===== src/sv/llcp_pkg.sv =====
`timescale 1ns / 1ps
// Shared types and constants for the least-loaded chunk placer.
// No dependencies; every other file imports this package.
package llcp_pkg;

    // Table and run limits
    localparam int MAX_SERVERS = 16;
    localparam int MAX_CHUNKS  = 64;

    // Field widths
    localparam int IDX_W   = $clog2(MAX_SERVERS);
    localparam int CNT_W   = $clog2(MAX_SERVERS + 1);
    localparam int LOAD_W  = 40;
    localparam int LAST_W  = 32;
    localparam int CHUNK_W = 20;
    localparam int FILE_W  = 31;
    localparam int ILOAD_W = 32;

    // Stream payload widths, padded to whole bytes
    localparam int IN_TDATA_W  = ((2 * ILOAD_W + FILE_W + 7) / 8) * 8;
    localparam int OUT_TDATA_W = ((IDX_W + CHUNK_W + 7) / 8) * 8;

    // Chunk size after reset
    localparam logic [CHUNK_W-1:0] CHUNK_RESET = CHUNK_W'(30000);

    // Saturation value of a server load
    localparam logic [LOAD_W-1:0] LOAD_MAX = '1;

    // Item kinds carried on the input tuser
    localparam logic FUNC_REGISTER = 1'b0;
    localparam logic FUNC_UPLOAD   = 1'b1;

    // Result status codes
    typedef enum logic [1:0] {
        ST_OK         = 2'd0,
        ST_NO_SERVERS = 2'd1,
        ST_TOO_MANY   = 2'd2,
        ST_FULL       = 2'd3
    } t_status;

    // Commands from controller to datapath
    typedef struct packed {
        logic    accept;      // latch an input transaction
        logic    do_register; // append a server and build its result
        logic    set_status;  // build a single error result
        t_status status;      // code for set_status
        logic    scan_init;   // restart the table scan
        logic    scan_step;   // compare one table entry
        logic    place;       // place one chunk on the best server
        logic    emit;        // move pending result to the output register
    } t_cmd;

    // Status from datapath to controller
    typedef struct packed {
        logic func;       // kind of the latched item
        logic table_full;
        logic no_servers;
        logic too_many;
        logic scan_last;  // scan is at the last valid entry
        logic res_last;   // pending result closes the run
        logic out_free;   // output register can take a result
    } t_sts;

endpackage


===== src/sv/least_loaded_chunk_placer_top.sv =====
`timescale 1ns / 1ps
// Least-loaded chunk placer: keeps a table of up to 16 servers with a load and a last-chunk
// size each. A register transaction (tuser 0) appends a server and returns its index; an
// upload transaction (tuser 1) cuts the file into chunks of the configured size and places
// each chunk on the server with the smallest (load + last chunk) / 2, lowest index on ties,
// emitting one result per chunk with tlast on the final one. A register transaction passes
// through a decode and an emit state. An upload is decoded, then for each chunk the min
// search walks the server table one entry per cycle, a place state updates the table and
// an emit state hands the result to the output register, waiting while that is full. Error
// results (no servers, over 64 chunks, table full) go through decode and emit. The output
// register lets the next transaction be accepted while the last result still waits. The
// chunk size port is always ready and may be written only while the block is idle.
// Depends on llcp_pkg, llcp_ctrl and llcp_datapath.
module least_loaded_chunk_placer_top import llcp_pkg::*; (
    input  logic                   i_clk,
    input  logic                   i_rst_n,
    // Input stream
    input  logic                   i_s_tvalid,
    output logic                   o_s_tready,
    input  logic [IN_TDATA_W-1:0]  i_s_tdata,  // initial_load, initial_last_chunk, file_bytes
    input  logic                   i_s_tuser,  // func
    // Result stream
    output logic                   o_m_tvalid,
    input  logic                   i_m_tready,
    output logic [OUT_TDATA_W-1:0] o_m_tdata,  // server_index, chunk_length
    output logic                   o_m_tlast,
    output logic [1:0]             o_m_tuser,  // status
    // Chunk size register
    input  logic                   i_cfg_valid,
    output logic                   o_cfg_ready,
    input  logic [CHUNK_W-1:0]     i_cfg_data
);

    t_cmd               cmd;
    t_sts               sts;
    logic [IDX_W-1:0]   server_index;
    logic [CHUNK_W-1:0] chunk_length;
    t_status            status;

    assign o_cfg_ready = 1'b1;

    llcp_ctrl u_ctrl (
        .i_clk      (i_clk),
        .i_rst_n    (i_rst_n),
        .i_in_valid (i_s_tvalid),
        .o_in_ready (o_s_tready),
        .i_sts      (sts),
        .o_cmd      (cmd)
    );

    llcp_datapath u_dp (
        .i_clk                (i_clk),
        .i_rst_n              (i_rst_n),
        .i_cmd                (cmd),
        .o_sts                (sts),
        .i_func               (i_s_tuser),
        .i_initial_load       (i_s_tdata[ILOAD_W-1:0]),
        .i_initial_last_chunk (i_s_tdata[2*ILOAD_W-1:ILOAD_W]),
        .i_file_bytes         (i_s_tdata[2*ILOAD_W+FILE_W-1:2*ILOAD_W]),
        .i_cfg_valid          (i_cfg_valid),
        .i_cfg_data           (i_cfg_data),
        .i_out_ready          (i_m_tready),
        .o_out_valid          (o_m_tvalid),
        .o_server_index       (server_index),
        .o_chunk_length       (chunk_length),
        .o_last               (o_m_tlast),
        .o_status             (status)
    );

    // Pack result payload
    assign o_m_tdata = OUT_TDATA_W'({chunk_length, server_index});
    assign o_m_tuser = status;

endmodule


===== src/sv/llcp_ctrl.sv =====
`timescale 1ns / 1ps
// Sequencing state machine of the least-loaded chunk placer.
// Depends on llcp_pkg; drives llcp_datapath through t_cmd / t_sts.
module llcp_ctrl import llcp_pkg::*; (
    input  logic i_clk,
    input  logic i_rst_n,
    input  logic i_in_valid,
    output logic o_in_ready,
    input  t_sts i_sts,
    output t_cmd o_cmd
);

    typedef enum logic [4:0] {
        S_IDLE   = 5'b00001,
        S_DECODE = 5'b00010,
        S_SCAN   = 5'b00100,
        S_PLACE  = 5'b01000,
        S_EMIT   = 5'b10000
    } t_state;

    t_state r_state, n_state;

    // Hold state
    always_ff @(posedge i_clk) begin
        if (!i_rst_n) begin
            r_state <= S_IDLE;
        end else begin
            r_state <= n_state;
        end
    end

    // Decode next state and commands
    always_comb begin
        n_state    = r_state;
        o_cmd      = '0;
        o_in_ready = 1'b0;
        unique case (r_state)
            S_IDLE: begin
                o_in_ready = 1'b1;
                if (i_in_valid) begin
                    o_cmd.accept = 1'b1;
                    n_state      = S_DECODE;
                end
            end
            S_DECODE: begin
                n_state = S_EMIT;
                if (i_sts.func == FUNC_REGISTER) begin
                    if (i_sts.table_full) begin
                        o_cmd.set_status = 1'b1;
                        o_cmd.status     = ST_FULL;
                    end else begin
                        o_cmd.do_register = 1'b1;
                    end
                end else if (i_sts.no_servers) begin
                    o_cmd.set_status = 1'b1;
                    o_cmd.status     = ST_NO_SERVERS;
                end else if (i_sts.too_many) begin
                    o_cmd.set_status = 1'b1;
                    o_cmd.status     = ST_TOO_MANY;
                end else begin
                    o_cmd.scan_init = 1'b1;
                    n_state         = S_SCAN;
                end
            end
            S_SCAN: begin
                o_cmd.scan_step = 1'b1;
                if (i_sts.scan_last) begin
                    n_state = S_PLACE;
                end
            end
            S_PLACE: begin
                o_cmd.place = 1'b1;
                n_state     = S_EMIT;
            end
            S_EMIT: begin
                // Wait for room in the output register
                if (i_sts.out_free) begin
                    o_cmd.emit = 1'b1;
                    if (i_sts.res_last) begin
                        n_state = S_IDLE;
                    end else begin
                        o_cmd.scan_init = 1'b1;
                        n_state         = S_SCAN;
                    end
                end
            end
            default: begin
                n_state = S_IDLE;
            end
        endcase
    end

endmodule


===== src/sv/llcp_datapath.sv =====
`timescale 1ns / 1ps
// Server table, chunk arithmetic, min search and output register.
// Depends on llcp_pkg; commanded by llcp_ctrl.
module llcp_datapath import llcp_pkg::*; (
    input  logic                   i_clk,
    input  logic                   i_rst_n,
    input  t_cmd                   i_cmd,
    output t_sts                   o_sts,
    // Input transaction payload
    input  logic                   i_func,
    input  logic [ILOAD_W-1:0]     i_initial_load,
    input  logic [ILOAD_W-1:0]     i_initial_last_chunk,
    input  logic [FILE_W-1:0]      i_file_bytes,
    // Configuration write
    input  logic                   i_cfg_valid,
    input  logic [CHUNK_W-1:0]     i_cfg_data,
    // Output register
    input  logic                   i_out_ready,
    output logic                   o_out_valid,
    output logic [IDX_W-1:0]       o_server_index,
    output logic [CHUNK_W-1:0]     o_chunk_length,
    output logic                   o_last,
    output t_status                o_status
);

    // Server table, only entries below the count are ever read
    logic [LOAD_W-1:0]  r_load [MAX_SERVERS];
    logic [LAST_W-1:0]  r_lastc[MAX_SERVERS];
    logic [CNT_W-1:0]   r_count;
    logic [CHUNK_W-1:0] r_chunk;

    // Latched item
    logic               r_func;
    logic [ILOAD_W-1:0] r_init_load;
    logic [ILOAD_W-1:0] r_init_last;
    logic [FILE_W-1:0]  r_remaining;

    // Scan state
    logic [IDX_W-1:0]   r_scan;
    logic [IDX_W-1:0]   r_best_idx;
    logic [LOAD_W-1:0]  r_best_pri;
    logic [LOAD_W-1:0]  r_best_load;

    // Pending result
    logic [IDX_W-1:0]   r_res_idx;
    logic [CHUNK_W-1:0] r_res_len;
    logic               r_res_last;
    t_status            r_res_status;

    // Output register
    logic               r_out_valid;
    logic [IDX_W-1:0]   r_out_idx;
    logic [CHUNK_W-1:0] r_out_len;
    logic               r_out_last;
    t_status            r_out_status;

    logic [CHUNK_W-1:0] c_eff;
    logic [31:0]        max_bytes;
    logic [LOAD_W:0]    scan_sum;
    logic [LOAD_W-1:0]  scan_pri;
    logic               scan_take;
    logic [CHUNK_W-1:0] chunk_len;
    logic [LOAD_W:0]    new_load;
    logic [FILE_W-1:0]  rem_after;

    // Zero chunk size acts as one byte
    assign c_eff = (r_chunk == '0) ? CHUNK_W'(1) : r_chunk;

    // Largest file that still fits in the chunk limit
    assign max_bytes = 32'(c_eff) * 32'(MAX_CHUNKS);

    // Priority of the entry under the scan pointer
    assign scan_sum  = (LOAD_W+1)'(r_load[r_scan]) + (LOAD_W+1)'(r_lastc[r_scan]);
    assign scan_pri  = scan_sum[LOAD_W:1];
    assign scan_take = (r_scan == '0) || (scan_pri < r_best_pri);

    // Chunk length and saturating load update
    assign chunk_len = (r_remaining < FILE_W'(c_eff)) ? r_remaining[CHUNK_W-1:0] : c_eff;
    assign new_load  = (LOAD_W+1)'(r_best_load) + (LOAD_W+1)'(chunk_len);
    assign rem_after = r_remaining - FILE_W'(chunk_len);

    // Status toward the controller
    assign o_sts.func       = r_func;
    assign o_sts.table_full = (r_count == CNT_W'(MAX_SERVERS));
    assign o_sts.no_servers = (r_count == '0);
    assign o_sts.too_many   = (32'(r_remaining) > max_bytes);
    assign o_sts.scan_last  = ({1'b0, r_scan} == (r_count - CNT_W'(1)));
    assign o_sts.res_last   = r_res_last;
    assign o_sts.out_free   = !r_out_valid || i_out_ready;

    // Hold configuration and server count
    always_ff @(posedge i_clk) begin
        if (!i_rst_n) begin
            r_chunk <= CHUNK_RESET;
            r_count <= '0;
        end else begin
            if (i_cfg_valid) begin
                r_chunk <= i_cfg_data;
            end
            if (i_cmd.do_register) begin
                r_count <= r_count + CNT_W'(1);
            end
        end
    end

    // Latch item, run scan, update table, build pending result
    always_ff @(posedge i_clk) begin
        if (i_cmd.accept) begin
            r_func      <= i_func;
            r_init_load <= i_initial_load;
            r_init_last <= i_initial_last_chunk;
            r_remaining <= i_file_bytes;
        end
        if (i_cmd.scan_init) begin
            r_scan <= '0;
        end
        if (i_cmd.scan_step) begin
            r_scan <= r_scan + IDX_W'(1);
            if (scan_take) begin
                r_best_idx  <= r_scan;
                r_best_pri  <= scan_pri;
                r_best_load <= r_load[r_scan];
            end
        end
        if (i_cmd.do_register) begin
            r_load[r_count[IDX_W-1:0]]  <= LOAD_W'(r_init_load);
            r_lastc[r_count[IDX_W-1:0]] <= r_init_last;
            r_res_idx    <= r_count[IDX_W-1:0];
            r_res_len    <= '0;
            r_res_last   <= 1'b1;
            r_res_status <= ST_OK;
        end
        if (i_cmd.set_status) begin
            r_res_idx    <= '0;
            r_res_len    <= '0;
            r_res_last   <= 1'b1;
            r_res_status <= i_cmd.status;
        end
        if (i_cmd.place) begin
            r_lastc[r_best_idx] <= LAST_W'(chunk_len);
            r_load[r_best_idx]  <= new_load[LOAD_W] ? LOAD_MAX : new_load[LOAD_W-1:0];
            r_remaining         <= rem_after;
            r_res_idx           <= r_best_idx;
            r_res_len           <= chunk_len;
            r_res_last          <= (r_remaining <= FILE_W'(c_eff));
            r_res_status        <= ST_OK;
        end
    end

    // Output valid: set on emit, drop when taken
    always_ff @(posedge i_clk) begin
        if (!i_rst_n) begin
            r_out_valid <= 1'b0;
        end else if (i_cmd.emit) begin
            r_out_valid <= 1'b1;
        end else if (i_out_ready) begin
            r_out_valid <= 1'b0;
        end
    end

    // Output payload
    always_ff @(posedge i_clk) begin
        if (i_cmd.emit) begin
            r_out_idx    <= r_res_idx;
            r_out_len    <= r_res_len;
            r_out_last   <= r_res_last;
            r_out_status <= r_res_status;
        end
    end

    assign o_out_valid    = r_out_valid;
    assign o_server_index = r_out_idx;
    assign o_chunk_length = r_out_len;
    assign o_last         = r_out_last;
    assign o_status       = r_out_status;

endmodule


===== config.mk =====
export PLATFORM = sky130hd
export DESIGN_NAME = least_loaded_chunk_placer_top
export DESIGN_NICKNAME = d
export VERILOG_FILES = /design/src/sv/llcp_pkg.sv /design/src/sv/least_loaded_chunk_placer_top.sv /design/src/sv/llcp_ctrl.sv /design/src/sv/llcp_datapath.sv
export SDC_FILE = /design/constraint.sdc
export NUM_CORES = 2
export LEC_CHECK = 0
export ABC_AREA = 1
export BUFFER_PORTS_ARGS = -buffer_cell sky130_fd_sc_hd__buf_2
export CAP_MARGIN = 10
export CORE_MARGIN = 2
export CORE_UTILIZATION = 55
export CTS_CLUSTER_DIAMETER = 30
export DETAILED_ROUTE_END_ITERATION = 8
export PLACE_DENSITY = 0.74
export SLEW_MARGIN = 40
export SYNTH_ARGS = -nofsm -noshare
export SYNTH_HDL_FRONTEND = slang
export SYNTH_SLANG_ARGS = --single-unit

===== constraint.sdc =====
create_clock -name i_clk -period 8.3 [get_ports i_clk]
set_input_delay 0.83 -clock i_clk [delete_from_list [all_inputs] [get_ports i_clk]]
set_output_delay 0.83 -clock i_clk [all_outputs]
set_load 0.05 [all_outputs]

### Word level (Yosys, flattened, before mapping)

Memory sizes are Yosys's and may differ from the RTL's. A register that Yosys moved wholly into a read port is not among the register bits.
Cells that the tools add are included.

* equality and inequality tests: 10
* reduce and logical (&&, ||, !) cells: 15
* muxes and demuxes: 60
* add/subtract/negate cells: 6
* $lt $le $gt $ge: 4

Operators with widths (number)
* 2-to-1 mux 20 bit: 5
* 2-to-1 mux 40 bit: 2
* 2-to-1 mux 31 bit: 2
* adder 40 x 20 -> 41 bit: 1
* adder 40 x 32 -> 41 bit: 1
* less-than comparator 40 bit: 1
* 2-to-1 mux 4 bit: 10
* OR reduction 40 bit: 1
* 2-to-1 mux 32 bit: 1
* OR reduction 32 bit: 1
* greater-than comparator 31 x 26 -> 1 bit: 1
* less-or-equal comparator 31 x 20 -> 1 bit: 1
* less-than comparator 31 x 20 -> 1 bit: 1
* subtractor 31 x 20 -> 31 bit: 1
* 2-to-1 mux 5 bit: 6
* 2-to-1 mux 1 bit: 25
* one-hot mux 5 bit (5 select lines): 1
* logical NOT 20 bit: 1
* 2-to-1 mux 3 bit: 5
* == test 5 bit, second input constant: 2
* nonzero test 2 bit: 4
* inequality test 2 bit, second input constant: 3
* adder 5 x 1 -> 5 bit, second input constant: 1
* == test 4 x 5 -> 1 bit: 1
* 15 further kinds: 17

* input bits: 122
* word-level logic and storage cells: 117
* memories: 2
* output and inout port bits: 30
* bits in writable memories: 1152
* register bits after elaboration: 269

Memories
* u_dp.r_load: words 16, bits a word 40, rd ports 1, clocked after Yosys merged registers in 1, wr ports 1, RTL line llcp_datapath.sv:27 `logic [LOAD_W-1:0] r_load [MAX_SERVERS];`
* u_dp.r_lastc: words 16, bits a word 32, rd ports 1, clocked after Yosys merged registers in 1, wr ports 1, RTL line llcp_datapath.sv:28 `logic [LAST_W-1:0] r_lastc[MAX_SERVERS];`

### Depth between registers and ports, before layout

* word-level depth: 10
* gate-level depth with buffers: 31
* mapped depth without buffers: 29

### Cells and area by module

Synthesis repeated with hierarchy kept, for this count alone.

* cell total of the unflattened synthesis: 8032
* area, all modules: 72633.4 µm²

Modules (own cells, without submodules)
* llcp_datapath: times used 1, area each 72243.0 µm², cells each 7958, sequential area each 40398.7 µm²
* llcp_ctrl: times used 1, area each 379.1 µm², cells each 72, sequential area each 100.1 µm²
* least_loaded_chunk_placer_top: times used 1, area each 11.3 µm², cells each 2, sequential area each 0.0 µm²

### Least setup slack after synthesis

No wires, ideal clock.

* kind: register to register
* from: register (tool-made name)
* to: register u_dp.r_best_idx[0] (enable)
* clock period less this slack: 8.782 ns
* arrival time: 8.228 ns
* library setup time: 0.554 ns
* required time: 7.746 ns
* slack: -0.482 ns
* cell stages (with the launch flop): 27
* buffers on the path: 5
* cell sequence: dfxtp_1 -> buf_6 -> buf_4 -> buf_4 -> buf_4 -> clkbuf_1 -> nor2_1 -> o221ai_1 -> nand3_1 -> nand2_1 -> inv_1 -> fa_1 -> nand3b_1 -> nand2_1 -> a21oi_1 -> o21ai_0 -> a21oi_1 -> o21ai_0 -> a21oi_1 -> xnor2_1 -> ha_1 -> a21oi_1 -> o21a_1 -> o221ai_1 -> a21oi_1 -> nand3_1 -> a21oi_1

RTL lines
* end signal, assigned: RTL line llcp_datapath.sv:120 `r_best_idx <= r_scan;`
* end, declared: RTL line llcp_datapath.sv:40 `logic [IDX_W-1:0] r_best_idx;`

==> impl_metrics.json <==
{
  "clockBufferDepth": 4,
  "postCtsResizedCells": 0,
  "synthesis.area_per_instance_um2": 11.9,
  "setup.worst_path.end_class": "register",
  "num_vias": 44700,
  "finalWirelength_mm": 178,
  "postSynth.asyncResetShare_pct": 0,
  "antenna_left": 0,
  "layout-area-overhead-vs-synth_pct": 19.2,
  "cellPowerDensity_nw_per_um2": 265,
  "path_clk_slew_ps": 50,
  "tritoncts": "done",
  "drt-pass1-iter-count": 6,
  "startpoint_type": "register",
  "final-hold-violation-count": 0,
  "synth_warnings": 0,
  "ctsHoldBuffers": 0,
  "dieHeight_um": 340,
  "largest_net_degree_at_the_start_of_global_routing": 214,
  "io_buffers": 149,
  "synth_cells": 5246,
  "grt_pass1_wl_mm": 263,
  "detail_route.iter0.violations": 6208,
  "worst-endpoint-arrival_ps": 7720,
  "routed_wire_length_per_instance_um": 24.7,
  "cts_buffers": 279,
  "vdd_drop_max_uv": 202,
  "worst_hold_end": "u_dp.r_init_load[9]$_DFFE_PP_",
  "timing.setup.critical_path_class": "reg2reg",
  "grt_use_total_pct": 30.2,
  "final_common_cell": "sky130_fd_sc_hd__edfxtp_1",
  "hp-class": "in2reg",
  "design.final.nets": 5787,
  "req_time_crit_path_ps": 8790,
  "hold_path_startpoint": "i_s_tdata[9]",
  "worst_slew_margin_rel_pct": 39.0,
  "power_frac_comb_pct": 3.2,
  "postLayoutCoreUtil_pct": 66.0,
  "clock_tree.htree_level_count": 5,
  "hold_depth": 1,
  "critical_path.max_fanout": 161,
  "synth_enable_flop_cells": 1388,
  "layout_common_cells": "sky130_fd_sc_hd__edfxtp_1, sky130_fd_sc_hd__nor2_1, sky130_fd_sc_hd__o21ai_0",
  "p_seq_share_pct": 40.9,
  "switching_share_pct": 21.3,
  "leakage_nw": 26.6,
  "final_layout_size_suffix_gt1_share_pct": 14.4,
  "fmax_mhz": 138,
  "synth-seq-area-share_pct": 68.2,
  "cts_root_buf": "sky130_fd_sc_hd__clkbuf_16",
  "tightest_slew_ps": 915,
  "rsz0062_at_grt": "false",
  "horiz_die_dim_um": 340,
  "finalMaxSlewViolations": 0,
  "crit-reg2reg-capture": "u_dp.r_best_load[15]$_DFFE_PP_",
  "total_power_mw": 19.7,
  "final_hpwl_from_detailed_placement_mm": 100,
  "syn_nets": 5525,
  "gr-total-overflow": 0,
  "antenna_cells_inserted": 0,
  "synth_seq_cells": 1425,
  "postCtsSetupRepairBufs": 0,
  "timing.setup.tns_ps": 0,
  "netlist-cell-type-count": 54,
  "first_global_vias": 43300,
  "core.rowCount": 123,
  "worstSkewPairLatency_ps": 880,
  "clock_skew_ps": 76.8,
  "cellInternalPower_mw": 15.5,
  "drt-vias-per-instance": 6.19,
  "setup_viol_count_final": 0,
  "status": "finished clean",
  "power.clock.fraction_pct": 55.9,
  "regToRegSetupSlack_ps": 1060,
  "floorplan.io_pins": 152,
  "grt_antenna_before_repair": 5,
  "period_minus_slack_ps": 7240,
  "ys.flop_type": "sky130_fd_sc_hd__edfxtp_1",
  "post-route-drc-count": 0,
  "area_inside_the_core_boundary_um2": 112000,
  "place_congestion": 1.01,
  "r2r_cells": 23,
  "area_of_the_die_um2": 116000,
  "netlist_area_um2": 62200,
  "clock_sink_count": 1425,
  "floorplan.initialDensity_pct": 55.4,
  "timing.max_cap.violations": 0,
  "power.net_switching_mw": 4.19,
  "final.period_utilization_pct": 87.2
}
==> how the worst max path moves through the flow <==
stage               startpoint                              to  slack (ps)  cells after the start
floorplan             register    u_dp.r_best_idx[0]$_DFFE_PP_        1240                     26
global placement      register  u_dp.r_best_load[13]$_DFFE_PP_         810                     27
detailed placement    register  u_dp.r_best_load[12]$_DFFE_PP_        1290                     27
CTS                   register    u_dp.r_best_pri[2]$_DFFE_PP_        1140                     27
global route          register    u_dp.r_best_pri[2]$_DFFE_PP_         660                     27
finish                register  u_dp.r_best_load[15]$_DFFE_PP_        1060                     23
==> per-layer routing <==
layer | global-route usage, % | vias to the layer above | wire length (um)
li1 | - | 19800 | -
met1 | 40.2 | 21500 | 67700
met2 | 48.2 | 2836 | 83600
met3 | 6.47 | 475 | 19600
met4 | 13.3 | 8 | 6890
met5 | 0 | - | 57
==> critical path: stages (launching register included) <==
cell and delay [ps]:
sky130_fd_sc_hd__dfxtp_4 420, sky130_fd_sc_hd__buf_12 510, sky130_fd_sc_hd__buf_4 640, sky130_fd_sc_hd__o21ai_0 210, sky130_fd_sc_hd__o221ai_1 280, sky130_fd_sc_hd__nand3_1 140
sky130_fd_sc_hd__nand2_1 220, sky130_fd_sc_hd__ha_1 320, sky130_fd_sc_hd__nand3b_1 110, sky130_fd_sc_hd__nand2_1 90, sky130_fd_sc_hd__a21oi_1 370, sky130_fd_sc_hd__o21ai_0 230
sky130_fd_sc_hd__a21oi_1 460, sky130_fd_sc_hd__o21ai_0 310, sky130_fd_sc_hd__a21oi_1 230, sky130_fd_sc_hd__xnor2_1 230, sky130_fd_sc_hd__ha_1 320, sky130_fd_sc_hd__a21oi_1 160
sky130_fd_sc_hd__o21a_1 160, sky130_fd_sc_hd__o221ai_1 100, sky130_fd_sc_hd__a21oi_1 150, sky130_fd_sc_hd__nand3_1 240, sky130_fd_sc_hd__a21oi_4 450, sky130_fd_sc_hd__buf_12 370
==> stage by stage <==
| step | hold slack (ps) | std cells | cell area, um^2 | setup WS [ps] |
|---|---|---|---|---|
| floorplan | 400 | 5246 | 62200 | 1240 |
| global placement | 403 | 6720 | 64600 | 806 |
| detailed placement | 405 | 6726 | 64800 | 1290 |
| CTS | 104 | 7212 | 74000 | 1140 |
| global route | 115 | 7213 | 74100 | 663 |
| finish | 144 | 7213 | 74100 | 1060 |
==> logic make-up (layout without fill, tap and decap cells) <==
logic type                 Yosys count  count (layout)  share of synthesized area, %
other                                1               1                       0.00603
DFF                               1425            1425                          68.2
AOI/OAI and AO/OA                 1274            1274                          12.2
adders and majority gates          157             157                          3.19
buffers and inverters              576            1043                          3.81
xor gates and xnor gates            81              81                          1.14
and+or+nand+nor                   1732            1732                          11.4
==> final cells by class <==
class                           count  area [um^2]
Timing Repair Buffer              253         1720
Clock buffer                      309         7200
Inverter                          304         1170
Sequential cell                  1425        42400
Multi-Input combinational cell   3245        17700
Tap cell                         1500         1880
Fill cell                        7885        38200
Clock inverter                    177         2010
==> flip-flops by register name (all words and copies together), names as in the netlist, 20 cells and up, named ones only <==
register / flops
u_dp.o_chunk_length: 20
u_dp.r_remaining: 31
u_dp.r_res_len: 20
u_dp.r_init_last: 32
u_dp.r_init_load: 32
u_dp.r_load: 640
u_dp.r_chunk: 20
u_dp.r_lastc: 512
u_dp.r_best_load: 40
u_dp.r_best_pri: 40
==> power by group through the flow <==
stage | clock (mW) | combinational, mW | sequential, mW
after floorplan | 0 | 0.361 | 8.17
after global placement | 0 | 0.588 | 8.18
after detailed placement | 0 | 0.612 | 8.18
after CTS | 11.0 | 0.618 | 8.04
after global routing | 11.4 | 0.691 | 8.04
final | 11.0 | 0.630 | 8.04
==> synthesized netlist by cell type (all sizes together), types with 2 or more instances <==
cell | count | area share [%]
nor3b | 3 | 0.036
inv | 301 | 1.8
o21bai | 12 | 0.14
xor2 | 54 | 0.76
nor4 | 14 | 0.14
nor2 | 795 | 4.8
and3 | 5 | 0.050
clkinv | 3 | 0.018
o21ai | 697 | 5.7
a21oi | 179 | 1.5
o22ai | 62 | 0.62
and2 | 2 | 0.020
fa | 3 | 0.097
a31oi | 28 | 0.28
ha | 154 | 3.1
xnor2 | 27 | 0.38
nand3b | 5 | 0.060
nand3 | 214 | 1.7
clkbuf | 180 | 1.1
a21o | 6 | 0.072
o21a | 15 | 0.18
o221ai | 194 | 2.7
buf | 92 | 0.88
edfxtp | 1388 | 67
or2 | 17 | 0.17
o31ai | 2 | 0.024
nand4 | 35 | 0.39
a21boi | 4 | 0.048
o211ai | 71 | 0.86
dfxtp | 37 | 1.2
nor3 | 43 | 0.36
nand2 | 597 | 3.6
Power figures use the tool's default switching activity.
